### config.mk
export PLATFORM = sky130hd
export DESIGN_NAME = directional_nearest_focus_select_core
export DESIGN_NICKNAME = d
export VERILOG_FILES = /design/src/rtl/dnfs_pkg.sv /design/src/rtl/dnfs_queue.sv /design/src/rtl/dnfs_front.sv /design/src/rtl/dnfs_back.sv /design/src/rtl/directional_nearest_focus_select_core.sv
export SDC_FILE = /design/constraint.sdc
export NUM_CORES = 2
export LEC_CHECK = 0
export BUFFER_PORTS_ARGS = -buffer_cell sky130_fd_sc_hd__buf_4
export CAP_MARGIN = 30
export CORE_ASPECT_RATIO = 0.5
export CORE_UTILIZATION = 66
export DETAILED_ROUTE_END_ITERATION = 8
export GPL_TIMING_DRIVEN = 0
export HOLD_SLACK_MARGIN = 0.06
export PLACE_DENSITY = 0.84
export RECOVER_POWER = 50
export SYNTH_ARGS = -nofsm -noshare
export SYNTH_HDL_FRONTEND = slang
export SYNTH_HIERARCHICAL = 1
export SYNTH_SLANG_ARGS = --single-unit
### constraint.sdc
create_clock -name clk -period 13.73 [get_ports clk]
set_input_delay 1.373 -clock clk [delete_from_list [all_inputs] [get_ports clk]]
set_output_delay 1.373 -clock clk [all_outputs]
set_load 0.005 [all_outputs]
### src/rtl/dnfs_pkg.sv
package dnfs_pkg;

  // Configuration register indexes
  localparam int CFG_ADDR_W = 3;
  localparam logic [CFG_ADDR_W-1:0] REG_SOURCE_LEFT   = 3'd0;
  localparam logic [CFG_ADDR_W-1:0] REG_SOURCE_TOP    = 3'd1;
  localparam logic [CFG_ADDR_W-1:0] REG_SOURCE_WIDTH  = 3'd2;
  localparam logic [CFG_ADDR_W-1:0] REG_SOURCE_HEIGHT = 3'd3;
  localparam logic [CFG_ADDR_W-1:0] REG_DIRECTION     = 3'd4;

  // Direction codes; anything above DIR_RIGHT matches nothing
  localparam int DIR_W = 3;
  localparam logic [DIR_W-1:0] DIR_UP    = 3'd0;
  localparam logic [DIR_W-1:0] DIR_DOWN  = 3'd1;
  localparam logic [DIR_W-1:0] DIR_LEFT  = 3'd2;
  localparam logic [DIR_W-1:0] DIR_RIGHT = 3'd3;
  localparam logic [DIR_W-1:0] DIR_NONE  = 3'd4;

  // One pixel margin around the source extension lines, in 1/16 pixel units
  localparam int MARGIN_UNITS = 16;

  // Entries in the queue between the classify front and the select back
  localparam int QUEUE_DEPTH = 4;

endpackage

### src/rtl/dnfs_queue.sv
module dnfs_queue
  import dnfs_pkg::*;
#(
  parameter int WIDTH = 8,
  parameter int DEPTH = QUEUE_DEPTH
) (
  input  logic             clk,
  input  logic             rst_n,
  input  logic             wr_valid,
  output logic             wr_ready,
  input  logic [WIDTH-1:0] wr_data,
  output logic             rd_valid,
  input  logic             rd_ready,
  output logic [WIDTH-1:0] rd_data
);

  localparam int PTR_W = (DEPTH > 1) ? $clog2(DEPTH) : 1;
  localparam int CNT_W = $clog2(DEPTH + 1);

  logic [WIDTH-1:0] slot_r [DEPTH];
  logic [PTR_W-1:0] wr_ptr_r, wr_ptr_nxt;
  logic [PTR_W-1:0] rd_ptr_r, rd_ptr_nxt;
  logic [CNT_W-1:0] count_r, count_nxt;
  logic             push, pop;

  assign wr_ready = (count_r != CNT_W'(DEPTH));
  assign rd_valid = (count_r != '0);
  assign rd_data  = slot_r[rd_ptr_r];
  assign push     = wr_valid && wr_ready;
  assign pop      = rd_valid && rd_ready;

  // Pointer wrap at the depth
  always_comb begin
    wr_ptr_nxt = wr_ptr_r;
    rd_ptr_nxt = rd_ptr_r;
    count_nxt  = count_r;
    if (push) begin
      wr_ptr_nxt = (wr_ptr_r == PTR_W'(DEPTH - 1)) ? '0 : wr_ptr_r + 1'b1;
    end
    if (pop) begin
      rd_ptr_nxt = (rd_ptr_r == PTR_W'(DEPTH - 1)) ? '0 : rd_ptr_r + 1'b1;
    end
    if (push && !pop) begin
      count_nxt = count_r + 1'b1;
    end else if (pop && !push) begin
      count_nxt = count_r - 1'b1;
    end
  end

  always_ff @(posedge clk) begin
    if (!rst_n) begin
      wr_ptr_r <= '0;
      rd_ptr_r <= '0;
      count_r  <= '0;
    end else begin
      wr_ptr_r <= wr_ptr_nxt;
      rd_ptr_r <= rd_ptr_nxt;
      count_r  <= count_nxt;
    end
  end

  // Storage, no reset
  always_ff @(posedge clk) begin
    if (push) begin
      slot_r[wr_ptr_r] <= wr_data;
    end
  end

endmodule

### src/rtl/dnfs_front.sv
module dnfs_front
  import dnfs_pkg::*;
#(
  parameter int ID_BITS    = 8,
  parameter int COORD_BITS = 20
) (
  input  logic                                      clk,
  input  logic                                      rst_n,
  // configuration writes
  input  logic                                      cfg_valid,
  input  logic [CFG_ADDR_W-1:0]                     cfg_addr,
  input  logic [COORD_BITS-1:0]                     cfg_data,
  // candidate stream
  input  logic                                      in_tvalid,
  output logic                                      in_tready,
  input  logic [((ID_BITS+6*COORD_BITS-2+7)/8)*8-1:0] in_tdata,
  input  logic                                      in_tlast,
  // classified record toward the queue
  output logic                                      rec_valid,
  input  logic                                      rec_ready,
  output logic [ID_BITS+2*(COORD_BITS+3)+2:0]       rec_data
);

  localparam int C  = COORD_BITS;
  localparam int D  = COORD_BITS + 3;   // doubled-coordinate difference
  localparam int O  = COORD_BITS + 2;   // overlap compare width
  localparam int AX_LO = ID_BITS;
  localparam int AY_LO = AX_LO + C;
  localparam int RL_LO = AY_LO + C;
  localparam int RT_LO = RL_LO + C;
  localparam int RW_LO = RT_LO + C;
  localparam int RH_LO = RW_LO + C - 1;
  localparam logic signed [O-1:0] MARGIN = O'(MARGIN_UNITS);

  // Configuration registers
  logic signed [C-1:0] src_left_r, src_top_r;
  logic [C-2:0]        src_width_r, src_height_r;
  logic [DIR_W-1:0]    dir_r;

  always_ff @(posedge clk) begin
    if (!rst_n) begin
      src_left_r   <= '0;
      src_top_r    <= '0;
      src_width_r  <= '0;
      src_height_r <= '0;
      dir_r        <= DIR_NONE;
    end else if (cfg_valid) begin
      unique case (cfg_addr)
        REG_SOURCE_LEFT:   src_left_r   <= cfg_data;
        REG_SOURCE_TOP:    src_top_r    <= cfg_data;
        REG_SOURCE_WIDTH:  src_width_r  <= cfg_data[C-2:0];
        REG_SOURCE_HEIGHT: src_height_r <= cfg_data[C-2:0];
        REG_DIRECTION:     dir_r        <= cfg_data[DIR_W-1:0];
        default: ;
      endcase
    end
  end

  // Field unpack
  logic [ID_BITS-1:0]  id;
  logic signed [C-1:0] ax, ay, rl, rt;
  logic [C-2:0]        rw, rh;

  assign id = in_tdata[ID_BITS-1:0];
  assign ax = in_tdata[AX_LO +: C];
  assign ay = in_tdata[AY_LO +: C];
  assign rl = in_tdata[RL_LO +: C];
  assign rt = in_tdata[RT_LO +: C];
  assign rw = in_tdata[RW_LO +: C-1];
  assign rh = in_tdata[RH_LO +: C-1];

  // Cursor point at 1/32 pixel, anchor offset from it
  logic signed [D-1:0] sl_d, st_d, sw_d, sh_d, ax_d, ay_d;
  logic signed [D-1:0] cx2, cy2, dx2, dy2;
  logic                match;

  assign sl_d = {{3{src_left_r[C-1]}}, src_left_r};
  assign st_d = {{3{src_top_r[C-1]}}, src_top_r};
  assign sw_d = {4'b0, src_width_r};
  assign sh_d = {4'b0, src_height_r};
  assign ax_d = {{3{ax[C-1]}}, ax};
  assign ay_d = {{3{ay[C-1]}}, ay};

  always_comb begin
    unique case (dir_r)
      DIR_UP: begin
        cx2 = sl_d + sl_d + sw_d;
        cy2 = st_d + st_d;
      end
      DIR_DOWN: begin
        cx2 = sl_d + sl_d + sw_d;
        cy2 = st_d + st_d + sh_d + sh_d;
      end
      DIR_LEFT: begin
        cx2 = sl_d + sl_d;
        cy2 = st_d + st_d + sh_d;
      end
      DIR_RIGHT: begin
        cx2 = sl_d + sl_d + sw_d + sw_d;
        cy2 = st_d + st_d + sh_d;
      end
      default: begin
        cx2 = sl_d + sl_d + sw_d;
        cy2 = st_d + st_d + sh_d;
      end
    endcase
  end

  assign dx2 = ax_d + ax_d - cx2;
  assign dy2 = ay_d + ay_d - cy2;

  // Strictly beyond the cursor in the chosen direction
  always_comb begin
    unique case (dir_r)
      DIR_UP:    match = dy2[D-1];
      DIR_DOWN:  match = !dy2[D-1] && (dy2 != '0);
      DIR_LEFT:  match = dx2[D-1];
      DIR_RIGHT: match = !dx2[D-1] && (dx2 != '0);
      default:   match = 1'b0;
    endcase
  end

  // Overlap with the source extension lines, on the axis across the motion
  logic                vert;
  logic signed [O-1:0] s1, s2, t1, t2;
  logic                ovl;

  assign vert = (dir_r == DIR_UP) || (dir_r == DIR_DOWN);
  assign s1   = vert ? {{2{src_left_r[C-1]}}, src_left_r} : {{2{src_top_r[C-1]}}, src_top_r};
  assign s2   = s1 + (vert ? {3'b0, src_width_r} : {3'b0, src_height_r});
  assign t1   = vert ? {{2{rl[C-1]}}, rl} : {{2{rt[C-1]}}, rt};
  assign t2   = t1 + (vert ? {3'b0, rw} : {3'b0, rh});
  assign ovl  = ((t1 < s1 + MARGIN) && (s1 - MARGIN < t2)) ||
                ((t1 < s2 + MARGIN) && (s2 - MARGIN < t2));

  // Record: {id, dx2, dy2, match, overlap, last}
  assign rec_valid = in_tvalid;
  assign in_tready = rec_ready;
  assign rec_data  = {id, dx2, dy2, match, ovl, in_tlast};

endmodule

### src/rtl/dnfs_back.sv
module dnfs_back
  import dnfs_pkg::*;
#(
  parameter int ID_BITS    = 8,
  parameter int COORD_BITS = 20
) (
  input  logic                                clk,
  input  logic                                rst_n,
  // classified record from the queue
  input  logic                                rec_valid,
  output logic                                rec_ready,
  input  logic [ID_BITS+2*(COORD_BITS+3)+2:0] rec_data,
  // result
  output logic                                out_valid,
  input  logic                                out_ready,
  output logic                                out_found,
  output logic [ID_BITS-1:0]                  out_id
);

  localparam int D      = COORD_BITS + 3;
  localparam int M      = D - 1;               // magnitude bits
  localparam int SQ_W   = 2 * M;
  localparam int SUM_W  = SQ_W + 1;
  localparam int DIST_W = (SUM_W > 64) ? 64 : SUM_W;
  localparam logic [SUM_W-1:0] DIST_MAX = SUM_W'({DIST_W{1'b1}});

  // Record unpack
  logic [ID_BITS-1:0]  r_id;
  logic signed [D-1:0] r_dx2, r_dy2;
  logic                r_match, r_ovl, r_last;

  assign r_last  = rec_data[0];
  assign r_ovl   = rec_data[1];
  assign r_match = rec_data[2];
  assign r_dy2   = rec_data[3 +: D];
  assign r_dx2   = rec_data[3+D +: D];
  assign r_id    = rec_data[3+2*D +: ID_BITS];

  // Stage 1: squares
  logic [M-1:0]       magx, magy;
  logic [SQ_W-1:0]    sqx, sqy;
  logic               s1_v_r;
  logic [SQ_W-1:0]    s1_sqx_r, s1_sqy_r;
  logic [ID_BITS-1:0] s1_id_r;
  logic               s1_match_r, s1_ovl_r, s1_last_r;
  logic               s1_adv, s2_fire, out_free;

  assign magx = r_dx2[D-1] ? M'(-r_dx2) : M'(r_dx2);
  assign magy = r_dy2[D-1] ? M'(-r_dy2) : M'(r_dy2);
  assign sqx  = magx * magx;
  assign sqy  = magy * magy;

  // A last record may only move on when the result register is free
  assign out_free  = !out_valid || out_ready;
  assign s2_fire   = s1_v_r && (!s1_last_r || out_free);
  assign s1_adv    = !s1_v_r || s2_fire;
  assign rec_ready = s1_adv;

  always_ff @(posedge clk) begin
    if (!rst_n) begin
      s1_v_r <= 1'b0;
    end else if (s1_adv) begin
      s1_v_r <= rec_valid;
    end
  end

  always_ff @(posedge clk) begin
    if (s1_adv && rec_valid) begin
      s1_sqx_r   <= sqx;
      s1_sqy_r   <= sqy;
      s1_id_r    <= r_id;
      s1_match_r <= r_match;
      s1_ovl_r   <= r_ovl;
      s1_last_r  <= r_last;
    end
  end

  // Stage 2: saturating distance and best-so-far compare
  logic [SUM_W-1:0]   dsum;
  logic [DIST_W-1:0]  cand_dist;
  logic               best_valid_r, best_ovl_r;
  logic [DIST_W-1:0]  best_dist_r;
  logic [ID_BITS-1:0] best_id_r;
  logic               take;
  logic               nb_valid, nb_ovl;
  logic [DIST_W-1:0]  nb_dist;
  logic [ID_BITS-1:0] nb_id;

  assign dsum      = SUM_W'(s1_sqx_r) + SUM_W'(s1_sqy_r);
  assign cand_dist = (dsum > DIST_MAX) ? {DIST_W{1'b1}} : dsum[DIST_W-1:0];

  always_comb begin
    if (!best_valid_r) begin
      take = 1'b1;
    end else if (s1_ovl_r != best_ovl_r) begin
      take = s1_ovl_r;
    end else begin
      take = (cand_dist < best_dist_r);
    end
    nb_valid = best_valid_r;
    nb_ovl   = best_ovl_r;
    nb_dist  = best_dist_r;
    nb_id    = best_id_r;
    if (s1_match_r && take) begin
      nb_valid = 1'b1;
      nb_ovl   = s1_ovl_r;
      nb_dist  = cand_dist;
      nb_id    = s1_id_r;
    end
  end

  // Best-so-far update; cleared after the last record of a search
  always_ff @(posedge clk) begin
    if (!rst_n) begin
      best_valid_r <= 1'b0;
      best_ovl_r   <= 1'b0;
      best_dist_r  <= '0;
      best_id_r    <= '0;
    end else if (s2_fire) begin
      if (s1_last_r) begin
        best_valid_r <= 1'b0;
        best_ovl_r   <= 1'b0;
        best_dist_r  <= '0;
        best_id_r    <= '0;
      end else begin
        best_valid_r <= nb_valid;
        best_ovl_r   <= nb_ovl;
        best_dist_r  <= nb_dist;
        best_id_r    <= nb_id;
      end
    end
  end

  // Result register
  logic               out_valid_r;
  logic               out_found_r;
  logic [ID_BITS-1:0] out_id_r;
  logic               load_out;

  assign load_out = s2_fire && s1_last_r;

  always_ff @(posedge clk) begin
    if (!rst_n) begin
      out_valid_r <= 1'b0;
    end else if (load_out) begin
      out_valid_r <= 1'b1;
    end else if (out_ready) begin
      out_valid_r <= 1'b0;
    end
  end

  always_ff @(posedge clk) begin
    if (load_out) begin
      out_found_r <= nb_valid;
      out_id_r    <= nb_valid ? nb_id : '0;
    end
  end

  assign out_valid = out_valid_r;
  assign out_found = out_found_r;
  assign out_id    = out_id_r;

endmodule

### src/rtl/directional_nearest_focus_select_core.sv
// Directional nearest-focus selector.
// Throughput: one candidate per cycle unless back-pressure stalls it; the classify front,
//   the queue and the two-stage select back each move one transaction per clock.
// A tlast candidate passes the queue and the stage-1 register before out_tvalid rises.
// Reset (rst_n, synchronous, active low): config returns to zero with direction none,
//   the queue empties and the search state and result register clear.
module directional_nearest_focus_select_core
  import dnfs_pkg::*;
#(
  parameter int ID_BITS    = 8,
  parameter int COORD_BITS = 20
) (
  input  logic                                        clk,
  input  logic                                        rst_n,
  // configuration write channel
  input  logic                                        cfg_valid,
  output logic                                        cfg_ready,
  input  logic [CFG_ADDR_W-1:0]                       cfg_addr,
  input  logic [COORD_BITS-1:0]                       cfg_data,
  // candidate stream
  input  logic                                        in_tvalid,
  output logic                                        in_tready,
  // tdata, low bit up: candidate_id, anchor_x, anchor_y, rect_left, rect_top,
  //   rect_width, rect_height, zero fill
  input  logic [((ID_BITS+6*COORD_BITS-2+7)/8)*8-1:0] in_tdata,
  input  logic                                        in_tlast,   // last_candidate
  // result stream
  output logic                                        out_tvalid,
  input  logic                                        out_tready,
  output logic [((ID_BITS+7)/8)*8-1:0]                out_tdata,  // winner_id, zero fill
  output logic                                        out_tuser   // found
);

  localparam int REC_W = ID_BITS + 2 * (COORD_BITS + 3) + 3;
  localparam int OUT_W = ((ID_BITS + 7) / 8) * 8;

  logic               q_wr_valid, q_wr_ready;
  logic [REC_W-1:0]   q_wr_data;
  logic               q_rd_valid, q_rd_ready;
  logic [REC_W-1:0]   q_rd_data;
  logic               out_found;
  logic [ID_BITS-1:0] out_id;

  assign cfg_ready = 1'b1;

  // Classify front: config registers, cursor, direction and overlap tests
  dnfs_front #(
    .ID_BITS    (ID_BITS),
    .COORD_BITS (COORD_BITS)
  ) u_front (
    .clk       (clk),
    .rst_n     (rst_n),
    .cfg_valid (cfg_valid),
    .cfg_addr  (cfg_addr),
    .cfg_data  (cfg_data),
    .in_tvalid (in_tvalid),
    .in_tready (in_tready),
    .in_tdata  (in_tdata),
    .in_tlast  (in_tlast),
    .rec_valid (q_wr_valid),
    .rec_ready (q_wr_ready),
    .rec_data  (q_wr_data)
  );

  // Decoupling queue
  dnfs_queue #(
    .WIDTH (REC_W),
    .DEPTH (QUEUE_DEPTH)
  ) u_queue (
    .clk      (clk),
    .rst_n    (rst_n),
    .wr_valid (q_wr_valid),
    .wr_ready (q_wr_ready),
    .wr_data  (q_wr_data),
    .rd_valid (q_rd_valid),
    .rd_ready (q_rd_ready),
    .rd_data  (q_rd_data)
  );

  // Select back: distance, best-so-far, result register
  dnfs_back #(
    .ID_BITS    (ID_BITS),
    .COORD_BITS (COORD_BITS)
  ) u_back (
    .clk       (clk),
    .rst_n     (rst_n),
    .rec_valid (q_rd_valid),
    .rec_ready (q_rd_ready),
    .rec_data  (q_rd_data),
    .out_valid (out_tvalid),
    .out_ready (out_tready),
    .out_found (out_found),
    .out_id    (out_id)
  );

  assign out_tuser = out_found;
  assign out_tdata = OUT_W'(out_id);

  // An accepted candidate is in the queue at the next edge
  a_push_lands: assert property (@(posedge clk) disable iff (!rst_n)
    (in_tvalid && in_tready) |=> q_rd_valid)
    else $error("accepted candidate missing from queue");

  // The queue head stays while the back end is stalled
  a_head_holds: assert property (@(posedge clk) disable iff (!rst_n)
    (q_rd_valid && !q_rd_ready) |=> (q_rd_valid && $stable(q_rd_data)))
    else $error("queue head changed under stall");

  // No winner id without a match
  a_no_id_unfound: assert property (@(posedge clk) disable iff (!rst_n)
    out_tvalid |-> (out_tuser || (out_tdata == '0)))
    else $error("winner id set while nothing found");

endmodule

---- Word-level counts from Yosys, hierarchy flattened ----
Memories as Yosys holds them, arrays and structs flattened. A register that Yosys moved wholly into a read port is not among the register bits.
Cells that the tools add are included.
word-level totals
  register bits ........................... 253
  RAM bits ................................ 228
  input bits .............................. 157
  output and inout bits ................... 12
  logic and storage cells ................. 132
  memories ................................ 1
cells by class
  $add $sub $neg .......................... 23
  $mul .................................... 2
  $lt $le $gt $ge ......................... 6
  equality and inequality tests ........... 11
  muxes and demuxes ....................... 30
  reductions and logical operators ........ 37
memory list
  name            depth  width  rd ports  clocked after Yosys merged registers in  write ports  line              RTL
  u_queue.slot_r  4      57     1         1                                        1            dnfs_queue.sv:20  logic [WIDTH-1:0] slot_r [DEPTH];
operators by type and width
  operator                 count
  $mux W45                 3
  $add A23 B20 Y23         4
  $pmux W23 S2             2
  $lt A22 B22 Y1           4
  $mul A22 B22 Y44         2
  $mux W22                 4
  $add A20 B20 Y21         4
  $reduce_bool A23 Y1      2
  $sub A23 B23 Y23         2
  $add A44 B44 Y45         1
  $gt A45 B45 Y1 const B   1
  $lt A45 B45 Y1           1
  $add A22 B22 Y22         2
  $add A22 B6 Y22 const B  2
  $neg A22 Y22             2
  $sub A22 B6 Y22 const B  2
  $mux W19                 2
  $mux W8                  2
  $eq A3 B2 Y1 const B     4
  $reduce_and A2 Y1        6
  $logic_and A1 B1 Y1      11
  $mux W1                  10
  $mux W2                  4
  $logic_not A1 Y1         7
  other kinds (14)         25

---- Depth between registers and ports, before layout ----
  depth in word-level cells ............... 9
  depth in mapped cells ................... 39
  gate-level depth less buffers ........... 33

---- Hierarchy ----
Netlist, hierarchy kept.
by module, submodules not included
  module                                 times used  cells an instance  area each (µm²)  sequential area each (µm²)
  dnfs_back                              1           3,898              36,237.3         4,324.1
  dnfs_front                             1           2,199              15,621.2         1,621.6
  dnfs_queue                             1           348                8,700.8          7,026.7
  directional_nearest_focus_select_core  1           2                  11.3             0.0

---- Worst setup path before layout ----
OpenSTA, ideal clock, no wires.
  path type ............................... register to register
  from .................................... register (tool-made name)
  to ...................................... register u_back.s1_sqy_r[39], data pin
  setup time .............................. 0.271 ns
  arrival ................................. 9.835 ns
  required time ........................... 13.459 ns
  setup slack ............................. 3.624 ns
  stages on the path, launching flop included .. 36
  buffers on the path ..................... 6
  period minus slack after synthesis ...... 10.106 ns
  cell sequence ........................... dfxtp_1 buf_2 mux4_2 clkbuf_1 inv_1 clkbuf_1 ha_1 nand2b_1 or4_1 buf_2 o31a_1 xnor2_1 inv_1 clkbuf_1 nand2_1 inv_1 fa_1 fa_1 inv_1 fa_1 inv_1 fa_1 fa_1 fa_1 inv_1 fa_1 inv_1 ha_1 clkbuf_1 a21o_1 o31ai_1 a21oi_1 o41ai_2 nor3_1 a2111oi_0 xnor2_1
RTL lines
  element               line             RTL
  to (signal assigned)  dnfs_back.sv:70  s1_sqy_r <= sqy;
  to (decl)             dnfs_back.sv:43  logic [SQ_W-1:0] s1_sqx_r, s1_sqy_r;

==> results by group <==
Outcome
  • Violations in the final reports: capacitance limit, slew limit
  • Result of the run: finished with violations

Worst hold path
  • Hold Crit Class: flip-flop to flip-flop

Die
  • Die Width: 430 um
  • Ports: 169
  • Area of the placeable core: 90,800 sq um
  • Num rows: 78
  • Chip height: 216 um
  • Starting Density: 0.667
  • Area of the die: 93,100 sq um

Timing
  • Setup total negative slack: 0 ns
  • Period Utilization, post-route: 0.965
  • Post-layout min period: 13.25 ns
  • RSZ-0062 raised after global routing: false
  • Max Slew Vio Count: 283
  • Skew final: 0.0575 ns
  • Highest Clock Rate: 0.0754 GHz
  • Least-Margin Pin Slew: 3.07 ns
  • Final Hold Fails: 0
  • Count of endpoints failing setup in the final report: 0
  • Worst rel slew slack: -1.04

Worst setup path
  • Arrival time of data at the critical path endpoint: 13.62 ns
  • R2R Setup Slk: 0.48 ns
  • Crit path largest cell delay: 0.69 ns
  • Data required time at the worst endpoint: 14.09 ns
  • Class of the most critical setup path: flip-flop to flip-flop
  • Kind of start point of the critical path: flip-flop
  • Biggest fanout along the worst timing path: 11
  • Most common cell on crit path: fa_1
  • Slowest cell on crit path: buf_1
  • Worst setup EP type: flip-flop

Placement
  • # port buffers: 154
  • Sum of net half-perimeters after detailed placement: 141,000 um
  • Routability Congestion: 1.04

Synthesis
  • Avg Synthesized Cell Area: 9.40 sq um
  • Most used flip-flop cell after synthesis: edfxtp_1
  • Count of flip-flops with a built-in enable after synthesis: 334
  • Number of distinct library cells after synthesis: 109
  • Syn Inst Count: 6,447
  • FF+latch count, synth: 481
  • Sequential share of the synthesized area: 0.214
  • Cell Area, Synth: 60,600 sq um
  • Share of synthesized registers carrying an async set or reset: 0
  • Number of warning messages in the yosys log: 6

Drt
  • Vias per Instance: 6.13
  • Initial detailed-routing violation count: 4,649
  • Number of antenna-violating nets in the routed design: 0
  • Number of search-and-repair iterations in the first detailed-routing pass: 7
  • Final wirelength: 174,000 um
  • Via Count: 48.5k
  • Routed WL per cell: 22.0 um
  • Number of design rule violations left after detail routing: 0

Global routing
  • Largest net degree at the start of global routing: 58
  • Met2 track utilization from global routing: 0.609
  • Global router's overall resource usage: 0.377
  • Fraction of met1 tracks used by global routing: 0.499
  • Global-route congestion overflow total: 0
  • Most Used Layer, Global Route: met2
  • Global-route wire length before repair: 271,000 um
  • Vias in the first global route: 49.9k
  • Initial antenna violation count: 6
  • Met3 GRT Util: 0.0830

Cells and area
  • Fraction of final layout cells with drive strength greater than 1: 0.0611
  • Net count of the finished layout: 8,193
  • Leading cell type in the layout, fill and taps excluded: inv_1
  • Most frequent cells in the layout: inv_1, nand2_1, fa_1, ha_1, nor2_1
  • Filler cell count in the final layout: 6,762
  • Area added between synthesis and finish: 7.29%

Clock network
  • CTS tree: built
  • Clock-pin slew on the worst setup and hold paths: 0.09 ns
  • Number of sinks handled by clock tree synthesis: 481
  • Number of levels in the clock H-tree: 2
  • Hold bufs inserted after CTS: 0
  • Cell at the root of the clock tree: clkbuf_16
  • Maximum clock insertion buffer count: 3
  • Total clock buffers created by CTS: 44
  • Insertion delay of the later-clocked pin in the worst-skew pair: 0.63 ns

Flow run
  • Max-Cap Viols: 6
-- cell usage after synthesis (all sizes together) (8+ instances only) --
master / n / area (sq um)
nor2: 432 / 1630
and4: 8 / 70.1
nor3: 81 / 410
a21oi: 293 / 1470
and2: 26 / 165
or2: 23 / 144
o311ai: 9 / 86.3
a21o: 136 / 1020
o31ai: 29 / 228
o2111ai: 8 / 70.1
nand3: 71 / 355
xnor2: 246 / 2180
or4: 14 / 116
a22o: 51 / 447
a211o: 10 / 87.6
or3: 29 / 184
a41oi: 10 / 87.6
dfxtp: 147 / 2940
nand2: 793 / 2980
inv: 1085 / 4070
o21bai: 31 / 233
edfxtp: 334 / 10000
fa: 703 / 14100
a21boi: 96 / 721
ha: 654 / 8180
nand4: 49 / 307
a2111oi: 11 / 128
mux2i: 58 / 581
nand2b: 43 / 269
clkbuf: 152 / 571
buf: 37 / 258
o31a: 10 / 87.6
o21a: 53 / 398
o21ai: 203 / 1020
a31oi: 34 / 213
mux4: 57 / 1280
o211ai: 18 / 135
nor2b: 52 / 325
o41ai: 16 / 223
a211oi: 41 / 308
nor4: 22 / 144
and3: 39 / 250
clkinv: 11 / 41.3
xor2: 117 / 1050
-- what timing repair did --
| item | in CTS | in global routing |
|---|---|---|
| endpoints found under the hold margin | 0 | 0 |
| setup buffers | 0 | 0 |
| endpoints found under the setup margin | 0 | 6 |
| gates resized for setup | 0 | 5 |
-- path summary, 6_finish.rpt --
| check | start | endpoint | cells after the start |
|---|---|---|---|
| setup / recovery | flip-flop | u_back/s1_sqy_r[39]$_DFFE_PP_ | 35 |
| hold / removal | u_back/best_dist_r[36]$_SDFFE_PN0P_ | u_back/best_dist_r[36]$_SDFFE_PN0P_ | 1 |
| setup reg to reg | flip-flop | u_back/s1_sqy_r[39]$_DFFE_PP_ | 35 |
| hold reg to reg | u_back/best_dist_r[36]$_SDFFE_PN0P_ | u_back/best_dist_r[36]$_SDFFE_PN0P_ | 1 |
-- worst max-delay path: cells and delay by family (launching register included) --
family                     cells  cell delay [ns]
AOI/OAI and AO/OA              8             2.86
and+or+nand+nor                4             1.06
xor gates and xnor gates       2             0.47
DFF                            1             0.40
buffers and inverters         11             3.14
adders and majority gates      9             4.44
muxes                          1             0.56
-- area by class of cell --
type                       instances  area (sq um)  share of cell area
multi-input combinational       4682         42700               0.657
sequential                       481         13000               0.200
inverter                        1096          4110              0.0633
tap                             1200          1500              0.0231
timing repair buffer             186          1400              0.0215
clock buffer                      56          1200              0.0184
buffer                           188           782              0.0120
clock inverter                    25           329             0.00506
antenna                            2          5.00           0.0000770
-- through the flow --
stage | cell area [sq um] | worst slack, ns | utilization | instances | hold WS, ns
global route | 65000 | 0.0205 | 0.716 | 7915 | 0.493
detailed placement | 63500 | 0.401 | 0.700 | 7829 | 0.445
finish | 65000 | 0.475 | 0.716 | 7916 | 0.475
global placement | 63200 | 0.189 | 0.697 | 7802 | 0.438
floorplan | 60600 | 3.62 | - | 6448 | 0.425
CTS | 65100 | 0.239 | 0.717 | 7910 | 0.466
-- registers in the layout, indices dropped and copies added (netlist names), 2 cells and up, named ones only --
name	cells
u_back/s1_sqy_r	43
u_front/src_width_r	19
u_back/best_dist_r	45
u_back/best_id_r	8
u_back/out_id	8
u_queue/wr_ptr_r	2
u_front/src_left_r	20
u_back/s1_sqx_r	43
u_front/src_top_r	20
u_front/src_height_r	19
u_front/dir_r	3
u_queue/slot_r	228
u_queue/count_r	3
u_queue/rd_ptr_r	2
u_back/s1_id_r	8
-- routing by layer --
layer,vias to the layer above,part of all wire,wire (um)
met3,420,0.091,15800
met5,-,0.00026,45
met1,23943,0.41,71300
met2,2188,0.46,79400
li1,21945,-,-
met4,6,0.042,7320
-- cell families after synthesis --
family,Yosys count,synth area share
XOR/XNOR,364,0.0537
AO/OA/AOI/OAI,1127,0.125
other,2,0.000124
flip-flops,481,0.214
AND/OR/NAND/NOR,1707,0.125
multiplexers,120,0.0317
adder cells (fa/ha/maj),1361,0.368
buffers and inverters,1285,0.0816
Power is left out: the tool's default activity adds up to more than one toggle a clock period on the data nets, which glitch-free logic cannot reach.
